===== src/design/lsdp_pkg.sv =====
// Shared types and constants for the latency statistics block.
// No dependencies; imported by every module of the block.
`default_nettype none

package lsdp_pkg;

  localparam int FRAC_BITS = 11;
  localparam int LAT_W     = 40;
  localparam int COUNT_W   = 32;
  localparam int SUM_W     = 64;
  localparam int TIME_W    = 32;

  localparam longint unsigned ONE_FX = 64'd1 << FRAC_BITS;

  // Decay factors, defined at 11 fraction bits and rescaled with rounding.
  localparam longint unsigned EXP_1_L  =
    (((64'd1884 << 16) * ONE_FX) / 64'd2048 + 64'd32768) >> 16;
  localparam longint unsigned EXP_5_L  =
    (((64'd2014 << 16) * ONE_FX) / 64'd2048 + 64'd32768) >> 16;
  localparam longint unsigned EXP_15_L =
    (((64'd2037 << 16) * ONE_FX) / 64'd2048 + 64'd32768) >> 16;

  localparam logic [FRAC_BITS-1:0] EXP_1  = EXP_1_L[FRAC_BITS-1:0];
  localparam logic [FRAC_BITS-1:0] EXP_5  = EXP_5_L[FRAC_BITS-1:0];
  localparam logic [FRAC_BITS-1:0] EXP_15 = EXP_15_L[FRAC_BITS-1:0];

  localparam logic OP_SAMPLE = 1'b0;
  localparam logic OP_TICK   = 1'b1;

  typedef struct packed {
    logic              op;
    logic [LAT_W-1:0]  duration;
    logic [LAT_W-1:0]  extra_peak;
    logic [TIME_W-1:0] tick_time;
  } item_t;

  typedef struct packed {
    logic [COUNT_W-1:0] interval_count;
    logic [SUM_W-1:0]   interval_total;
    logic [LAT_W-1:0]   interval_peak;
    logic [TIME_W-1:0]  peak_time;
    logic [LAT_W-1:0]   avg_short;
    logic [LAT_W-1:0]   avg_medium;
    logic [LAT_W-1:0]   avg_long;
  } result_t;

  typedef struct packed {
    logic [COUNT_W-1:0] count;
    logic [SUM_W-1:0]   sum;
    logic [LAT_W-1:0]   peak;
  } acc_state_t;

endpackage

`default_nettype wire


===== src/design/lsdp_accum.sv =====
// Running sample count, latency total and interval peak.
// Depends on lsdp_pkg.
`default_nettype none

module lsdp_accum (
  input  wire logic                    clk,
  input  wire logic                    rst,
  input  wire logic                    sample_en,
  input  wire logic                    tick_en,
  input  wire logic [lsdp_pkg::LAT_W-1:0] duration,
  output lsdp_pkg::acc_state_t         state
);
  import lsdp_pkg::*;

  acc_state_t acc;
  acc_state_t acc_next;

  always_comb begin
    acc_next = acc;
    if (sample_en) begin
      acc_next.count = acc.count + COUNT_W'(1);
      acc_next.sum   = acc.sum + SUM_W'(duration);
      if (duration > acc.peak) begin
        acc_next.peak = duration;
      end
    end else if (tick_en) begin
      // count and total run on across ticks; only the peak restarts
      acc_next.peak = '0;
    end
  end

  always_ff @(posedge clk) begin
    if (rst) begin
      acc <= '0;
    end else begin
      acc <= acc_next;
    end
  end

  assign state = acc;

endmodule

`default_nettype wire


===== src/design/lsdp_decay.sv =====
// One decaying average register with its fixed-point update step.
// Depends on lsdp_pkg.
`default_nettype none

module lsdp_decay (
  input  wire logic                         clk,
  input  wire logic                         rst,
  input  wire logic                         en,
  input  wire logic [lsdp_pkg::FRAC_BITS-1:0] factor,
  input  wire logic [lsdp_pkg::LAT_W-1:0]     val,
  output logic      [lsdp_pkg::LAT_W-1:0]     avg_next
);
  import lsdp_pkg::*;

  localparam int P_W = LAT_W + FRAC_BITS;
  localparam int T_W = P_W + 1;

  logic [LAT_W-1:0]     avg;
  logic [FRAC_BITS-1:0] comp;
  logic [P_W-1:0]       prod_avg;
  logic [P_W-1:0]       prod_val;
  logic [T_W-1:0]       round_up;
  logic [T_W-1:0]       total;

  // 2^FRAC_BITS - factor, the weight of the new value
  assign comp     = ~factor + FRAC_BITS'(1);
  assign prod_avg = P_W'(avg) * P_W'(factor);
  assign prod_val = P_W'(val) * P_W'(comp);
  // round upwards when the average is rising
  assign round_up = (val >= avg) ? T_W'({FRAC_BITS{1'b1}}) : '0;
  assign total    = T_W'(prod_avg) + T_W'(prod_val) + round_up;
  assign avg_next = total[FRAC_BITS +: LAT_W];

  always_ff @(posedge clk) begin
    if (rst) begin
      avg <= '0;
    end else if (en) begin
      avg <= avg_next;
    end
  end

endmodule

`default_nettype wire


===== src/design/latency_stats_decaying_peak.sv =====
// Latency statistics with decaying peak averages: top level.
// Depends on lsdp_pkg, lsdp_accum and lsdp_decay.
//
// Takes one item per cycle unless stalled as said below. A sample
// (op = OP_SAMPLE) bumps the running count, adds its duration to the
// running total and raises the interval peak; it gives no result. A
// tick (op = OP_TICK) takes the larger of the interval peak and
// extra_peak, folds it into the 1, 5 and 15 minute decaying averages,
// returns one result and restarts the interval peak. Count and total
// keep running across ticks and wrap. An accepted item is held in the
// input register and executed from there; executing a tick loads the
// result register, which raises result_valid. Sustained rate is one
// item per cycle, set by the accumulator and average registers updating
// on every executed item. Only a tick waiting for an untaken result
// stalls the input; samples keep flowing while a result waits. No
// clearing pass: the block is ready straight after reset.
`default_nettype none

module latency_stats_decaying_peak (
  input  wire logic              clk,
  input  wire logic              rst,
  input  wire logic              item_valid,
  output logic                   item_ready,
  input  wire lsdp_pkg::item_t   item,
  output logic                   result_valid,
  input  wire logic              result_ready,
  output lsdp_pkg::result_t      result
);
  import lsdp_pkg::*;

  // input register
  logic  s1_valid;
  item_t s1_item;

  // execute control
  logic out_free;
  logic exec_go;
  logic sample_en;
  logic tick_en;

  acc_state_t       acc;
  logic [LAT_W-1:0] peak_mix;
  logic [LAT_W-1:0] short_next;
  logic [LAT_W-1:0] medium_next;
  logic [LAT_W-1:0] long_next;
  result_t          result_next;

  // the result register can take a new result this cycle
  assign out_free  = !result_valid || result_ready;
  // samples never need the result register
  assign exec_go   = s1_valid && ((s1_item.op == OP_SAMPLE) || out_free);
  assign item_ready = !s1_valid || exec_go;
  assign sample_en = exec_go && (s1_item.op == OP_SAMPLE);
  assign tick_en   = exec_go && (s1_item.op == OP_TICK);

  always_ff @(posedge clk) begin
    if (rst) begin
      s1_valid <= 1'b0;
    end else if (item_ready) begin
      s1_valid <= item_valid;
    end
  end

  always_ff @(posedge clk) begin
    if (item_ready && item_valid) begin
      s1_item <= item;
    end
  end

  lsdp_accum u_accum (
    .clk       (clk),
    .rst       (rst),
    .sample_en (sample_en),
    .tick_en   (tick_en),
    .duration  (s1_item.duration),
    .state     (acc)
  );

  // value folded into the averages: interval peak or the tick's own peak
  assign peak_mix = (acc.peak > s1_item.extra_peak) ? acc.peak : s1_item.extra_peak;

  lsdp_decay u_decay_short (
    .clk      (clk),
    .rst      (rst),
    .en       (tick_en),
    .factor   (EXP_1),
    .val      (peak_mix),
    .avg_next (short_next)
  );

  lsdp_decay u_decay_medium (
    .clk      (clk),
    .rst      (rst),
    .en       (tick_en),
    .factor   (EXP_5),
    .val      (peak_mix),
    .avg_next (medium_next)
  );

  lsdp_decay u_decay_long (
    .clk      (clk),
    .rst      (rst),
    .en       (tick_en),
    .factor   (EXP_15),
    .val      (peak_mix),
    .avg_next (long_next)
  );

  always_comb begin
    result_next.interval_count = acc.count;
    result_next.interval_total = acc.sum;
    // reported peak is the sample peak only, before the restart
    result_next.interval_peak  = acc.peak;
    result_next.peak_time      = s1_item.tick_time;
    result_next.avg_short      = short_next;
    result_next.avg_medium     = medium_next;
    result_next.avg_long       = long_next;
  end

  // result register: loaded by a tick, emptied by a transfer out
  always_ff @(posedge clk) begin
    if (rst) begin
      result_valid <= 1'b0;
    end else if (tick_en) begin
      result_valid <= 1'b1;
    end else if (result_ready) begin
      result_valid <= 1'b0;
    end
  end

  always_ff @(posedge clk) begin
    if (tick_en) begin
      result <= result_next;
    end
  end

endmodule

`default_nettype wire


===== config.mk =====
export PLATFORM = sky130hd
export DESIGN_NAME = latency_stats_decaying_peak
export DESIGN_NICKNAME = d
export VERILOG_FILES = /design/src/design/lsdp_pkg.sv /design/src/design/lsdp_accum.sv /design/src/design/lsdp_decay.sv /design/src/design/latency_stats_decaying_peak.sv
export SDC_FILE = /design/constraint.sdc
export NUM_CORES = 2
export LEC_CHECK = 0
export BUFFER_PORTS_ARGS = -buffer_cell sky130_fd_sc_hd__buf_2
export CAP_MARGIN = 20
export CORE_UTILIZATION = 55
export CTS_BUF_LIST = sky130_fd_sc_hd__clkbuf_8
export DETAILED_ROUTE_END_ITERATION = 7
export PLACE_DENSITY_LB_ADDON = 0.15
export REMOVE_ABC_BUFFERS = 1
export SLEW_MARGIN = 5
export SYNTH_ARGS = -nofsm -noshare
export SYNTH_HDL_FRONTEND = slang
export SYNTH_SLANG_ARGS = --single-unit
export TNS_END_PERCENT = 5

===== constraint.sdc =====
create_clock -name clk -period 13.64 [get_ports clk]
set_input_delay 0 -clock clk [delete_from_list [all_inputs] [get_ports clk]]
set_output_delay 0 -clock clk [all_outputs]
set_load 0.05 [all_outputs]

After elaboration in Yosys (flattened, before gate mapping)
Cells that the tools add are included.
{"block": "word_totals", "register_bits": 659, "word_cells": 61, "output_inout_bits": 290}
{"block": "classes", "n_lt_le_gt_ge": 5, "reduce_logical": 12, "addsub": 8, "muxes": 9, "eq_ne": 1, "bitwise_logic": 1, "multipliers": 6}
{"cell": "$add 51x51->51", "count": 6}
{"cell": "$mux 40", "count": 4}
{"cell": "$ge 40x40->1", "count": 3}
{"cell": "$gt 40x40->1", "count": 2}
{"cell": "$add 64x40->64", "count": 1}
{"cell": "$mul 40x11->51 const B", "count": 1}
{"cell": "$mul 40x10->50 const B", "count": 1}
{"cell": "$mul 40x9->49 const B", "count": 1}
{"cell": "$mul 40x6->46 const B", "count": 1}
{"cell": "$mul 40x5->45 const B", "count": 1}
{"cell": "$mul 40x4->44 const B", "count": 1}
{"cell": "$mux 11", "count": 3}
{"cell": "$add 32x1->32 const B", "count": 1}
{"cell": "$logic_and 1x1->1", "count": 4}
{"cell": "$reduce_bool 2->1", "count": 2}
{"cell": "$logic_or 1x1->1", "count": 3}
{"cell": "$logic_not 1->1", "count": 2}
{"cell": "$mux 1", "count": 2}
{"cell": "$ne 2x1->1 const B", "count": 1}
{"cell": "$reduce_and 2->1", "count": 1}
{"cell": "$not 1->1", "count": 1}

Longest topological paths before layout
{"block": "logic_depth", "ltp_word": 7, "depth_mapped": 49, "depth_no_buf": 47}

Hierarchy
A second synthesis with hierarchy kept.
{"block": "hier_totals", "hier_cells": 12658, "hier_area_um2": 115545.8}
{"mod": "lsdp_decay (u_decay_short)", "instances": 1, "cells_per_inst": 3666, "area_per_inst_um2": 31013.5}
{"mod": "lsdp_decay (u_decay_medium)", "instances": 1, "cells_per_inst": 3646, "area_per_inst_um2": 31006.0}
{"mod": "lsdp_decay (u_decay_long)", "instances": 1, "cells_per_inst": 3604, "area_per_inst_um2": 30713.2}
{"mod": "latency_stats_decaying_peak", "instances": 1, "cells_per_inst": 692, "area_per_inst_um2": 14154.8}
{"mod": "lsdp_accum", "instances": 1, "cells_per_inst": 1050, "area_per_inst_um2": 8658.3}

Worst setup path before layout
No wires, ideal clock.
{"block": "synth_timing", "path_kind": "reg2reg", "start": "register s1_item[53] in the netlist's numbering", "end": "register u_decay_long.avg[37]", "arrival_ns": 10.828, "path_buffers": 2, "stages_incl_launch_ff": 45, "slack_ns": 2.323, "setup_ns": 0.489, "synth_period_minus_slack_ns": 11.317, "cell_sequence": "edfxtp_1 > inv_1 > ha_1 > nand4_2 > or4_4 > nor4_4 > nand3b_2 > nand2_1 > clkbuf_1 > clkbuf_1 > o21ai_0 > ha_1 > fa_1 > ha_1 > o21a_1 > o21ai_0 > or2_2 > o21bai_1 > [... 9 more ...] > ha_1 > fa_1 > inv_1 > fa_1 > fa_1 > inv_1 > ha_1 > a21o_1 > a21o_1 > nand3_1 > a21oi_1 > a211oi_1 > o21ai_0 > a221o_1 > a31oi_2 > xnor2_1 > nand2_1 > o31ai_1"}
{"block": "synth_via", "elab_chain_cells": 5, "word_cells_on_any_way": 7}
{"element": "from (decl)", "line_no": "latency_stats_decaying_peak.sv:33", "source": "item_t s1_item;"}
{"element": "from (signal assigned)", "line_no": "latency_stats_decaying_peak.sv:66", "source": "s1_item <= item;"}
{"element": "$gt 40x40->1", "line_no": "latency_stats_decaying_peak.sv:80", "source": "assign peak_mix = (acc.peak > s1_item.extra_peak) ? acc.peak : s1_item.extra_peak;"}
{"element": "$mux 40 (*)", "line_no": "latency_stats_decaying_peak.sv:80"}
{"element": "$mul 40x4->44 / $ge 40x40->1 (equally long branches)", "line_no": "lsdp_decay.sv:28, lsdp_decay.sv:30"}
{"element": "$add 51x51->51 / $mux 11 (equally long branches)", "line_no": "lsdp_decay.sv:31, lsdp_decay.sv:30"}
{"element": "$add 51x51->51 (*)", "line_no": "lsdp_decay.sv:31", "source": "assign total = T_W'(prod_avg) + T_W'(prod_val) + round_up;"}
{"element": "named net long_next[37]", "line_no": "latency_stats_decaying_peak.sv:45", "source": "logic [LAT_W-1:0] long_next;"}
{"element": "to (signal assigned)", "line_no": "lsdp_decay.sv:38", "source": "avg <= avg_next;"}
{"element": "to (decl)", "line_no": "lsdp_decay.sv:18", "source": "logic [LAT_W-1:0] avg;"}
Mark *: on every way through the listed nets, which the timed path passes. The rest lies on a longest branch.
A chain may end at the register's enable or synchronous reset.

Worst setup path after layout
{"block": "layout_timing", "start": "register s1_item[67] in the netlist's numbering", "end": "register result[38] in the netlist's numbering (data pin)"}
{"block": "layout_via", "elab_chain_cells": 5, "word_cells_on_any_way": 7}
{"element": "$gt 40x40->1", "line_no": "latency_stats_decaying_peak.sv:80"}
{"element": "$mux 40 (*)", "line_no": "latency_stats_decaying_peak.sv:80"}
{"element": "$mul 40x4->44 / $ge 40x40->1 (equally long branches)", "line_no": "lsdp_decay.sv:28, lsdp_decay.sv:30"}
{"element": "$add 51x51->51 / $mux 11 (equally long branches)", "line_no": "lsdp_decay.sv:31, lsdp_decay.sv:30"}
{"element": "$add 51x51->51 (*)", "line_no": "lsdp_decay.sv:31"}
{"element": "named net long_next[38]", "line_no": "latency_stats_decaying_peak.sv:45"}
{"element": "to (signal assigned)", "line_no": "latency_stats_decaying_peak.sv:133", "source": "result <= result_next;"}
{"element": "to (decl)", "line_no": "latency_stats_decaying_peak.sv:27", "source": "output lsdp_pkg::result_t result"}
Marks and branches as above.

==> run_results.csv <==
group,metric,value,unit
hold_path,hold_end,"result_valid",
place,port_buffers,406,
synth,synth_compound_area_share,14.2,%
synth,synthXorXnorAreaFrac,4.73,%
run_status,violations,"design-rule violations",
synth,synth_edf_count,401,
drt,wl,189000,um
clock_tree,clk_pin_slew,0.06,ns
floorplanning,num_rows,129,
synth,synth_top_area_share,21.6,%
cells_and_area,final_cells,9154,
place,dp_cells,8698,
clock_tree,cts_root_buffer,"clkbuf_8",
synth,ys_seq_area_share,25.0,%
worst_setup_path,reg2reg_slack,0.72,ns
worst_setup_path,slowest_stage,"nor3_1",
run_status,outcome,"finished with violations",
hold_path,min_path_type,"in -> reg",
place,gp_congestion,0.952,
worst_setup_path,critPathLaunchType,"flip-flop",
clock_tree,cts_tree,"yes",
global_route,grt.overflow.total,0,
synth,synthArstFlopShare,0,%
cells_and_area,final_cell_mix,"ha_1, inv_1, fa_1",
sta,fin_crit,12.92,ns
floorplanning,die_width,356,um
floorplanning,core_region_area,0.124,mm2
cells_and_area,final_common_cell,"ha_1",
sta,fin_tns_setup,0,ns
synth,synthCells,6730,
worst_setup_path,critPathArrivalTime,13.50,ns
drt,vias,52300,
sta,rsz0062_at_grt,"false",
worst_setup_path,crit_fanout,57,
clock_tree,cts_htree_levels,3,
sta,finalWorstSetupSlack,0.721,ns
clock_tree,cts_buffers,115,
drt,post-route-drc-count,42,
worst_setup_path,crit_top_cell,"ha_1",
sta,maxSlewHeadroom,28.0,%
sta,whs,0.0836,ns
worst_setup_path,cp.required,14.22,ns
cells_and_area,nets,9328,
synth,yosys.area.top_type,"fa_1",
synth,syn_avg_cell_area,10.2,um2
clock_tree,clock_latency,0.87,ns
worst_setup_path,critPathMaxStageDelay,0.65,ns
cells_and_area,n_fill_cell,10400,
sta,fin_worst_skew,0.0576,ns
worst_setup_path,r2r_cells,43,
global_route,grt_usage,29.9,%
clock_tree,cts_buffer_depth,3,
synth,muxShareOfSynthArea,0.149,%
worst_setup_path,regToRegStartpoint,"s1_item[67]",
synth,synth-simple-area-share,9.48,%
cells_and_area,layout-drive-gt1-share,9.54,%
global_route,grt_max_degree,151,
worst_setup_path,critical-path-top-delay-family,"compound AO/OA/AOI/OAI gates",
drt,wire_per_inst,20.7,um
drt,dr.pass1.iters,8,
synth,synth_seq_cells,659,
floorplanning,dieHeight,356,um
clock_tree,cts_setup_buffers,0,
synth,synth_top_family_by_area,"adder cells",
sta,max_freq,77.4,MHz
worst_setup_path,rr_endpoint,"result[38]",
synth,yosys-top-cells-area,"fa_1, ha_1, edfxtp_1",
hold_path,worstHoldPathCells,4,
synth,yosysUniqueCellTypes,99,
drt,drt_iter0_drc,4086,
sta,setup_viol,0,
sta,slew_viol_final,0,
synth,netlist_area,0.0689,mm2
sta,finalHoldViolations,0,
cells_and_area,area_growth,13.1,%
global_route,grt_pass1_vias,51900,
floorplanning,initial_core_util,55.6,%
drt,ant_nets,0,
floorplanning,ioPinCount,407,
worst_setup_path,end_kind,"flip-flop",
global_route,grt_pass1_wl,293000,um
sta,finalCritPeriodShare,94.7,%
global_route,antenna_found_initial,5,
synth,synthAdderAreaFrac,40.8,%
worst_setup_path,critical_path_buf_inv_count,6,
hold_path,worstHoldStart,"result_ready",
synth,synthFlopType,"edfxtp_1",
place,pre_cts_ws,1.02,ns
place,place_hpwl,150000,um
run,cap_violations,0,
drt,viasPerCell,5.71,
worst_setup_path,worstSetupPathType,"reg -> reg",
sta,worst_pin_slew,1.07,ns
synth,synth_warnings,0,
clock_tree,clock_sinks,659,
floorplanning,dieArea,0.127,mm2
-- per-stage QoR --
stage / instance area, um2 / utilization (%)
detailed placement: 73000 / 58.9
global route: 77900 / 62.8
CTS: 77900 / 62.8
floorplan: 68200 / -
finish: 77900 / 62.9
global placement: 73000 / 58.9
-- per-layer routing --
layer  vias up  part of all wire, %  routed length, um  global-route usage (%)
met1     25500                   42              80200                    40.4
met3       276                  7.0              13300                    5.18
met4         0                  3.7               6980                    10.9
met5         -                    0                  0                       0
li1      24900                    -                  -                       -
met2      1591                   47              88700                    48.3
-- timing repair --
action	in CTS	in global routing
gates resized for setup	0	0
hold buffers	231	0
hold endpoints to repair	311	0
-- worst min-delay path: stages --
cell and delay, ns:
dlygate4sd3_1 0.52, buf_2 0.10, nand2b_1 0.16, a21oi_1 0.09
-- final cells by class --
type	instances	area (um2)	share of cell area (%)
clock buffers	133	1830	2.35
flip-flops and latches	659	17200	22.1
diodes	5	12.5	0.0161
repair buffers	713	4970	6.38
multi-input cells	5054	47800	61.4
well taps	1637	2050	2.63
clock inverters	86	744	0.956
inverters	867	3260	4.19
-- registers in the layout, indices dropped and copies added, names as in the netlist --
register / count
u_accum.state: 136
result_next: 32
u_decay_medium.avg: 40
s1_item: 81
u_decay_long.avg: 40
result: 288
s1_valid: 1
result_valid: 1
u_decay_short.avg: 40
-- synthesized netlist by cell type, drive strengths merged, types with 44 or more instances --
cell    number
a21o       281
nor2       267
nand4       87
nand3      156
and3        53
dfxtp      258
nand2b      68
ha        1059
fa         742
o211ai      73
nand2      433
xnor2      224
o21bai      60
nor2b       81
edfxtp     401
o21a        65
a211oi      46
a31oi       44
xor2       148
inv        867
clkbuf     128
a21oi      533
o21ai      251
nor3        61
-- cells by family after synthesis --
| kind of cell | after synthesis |
|---|---|
| adders and majority gates | 1801 |
| and+or+nand+nor | 1340 |
| DFF | 659 |
| muxes | 10 |
| buffers and inverters | 1017 |
| xor gates and xnor gates | 372 |
| AOI/OAI and AO/OA | 1531 |
-- how the worst max path moves through the flow --
stage	to	cells past startpoint	from
2_1_floorplan	result[38]	41	s1_item[53]
3_3_place_gp	result[38]	45	s1_item[67]
3_5_place_dp	result[38]	44	s1_item[67]
4_1_cts	result[38]	43	s1_item[67]
5_1_grt	result[38]	43	s1_item[67]
6_report	result[38]	43	s1_item[67]
Power is left out: the tool's default activity adds up to more than one toggle a clock period on the data nets, which glitch-free logic cannot reach.
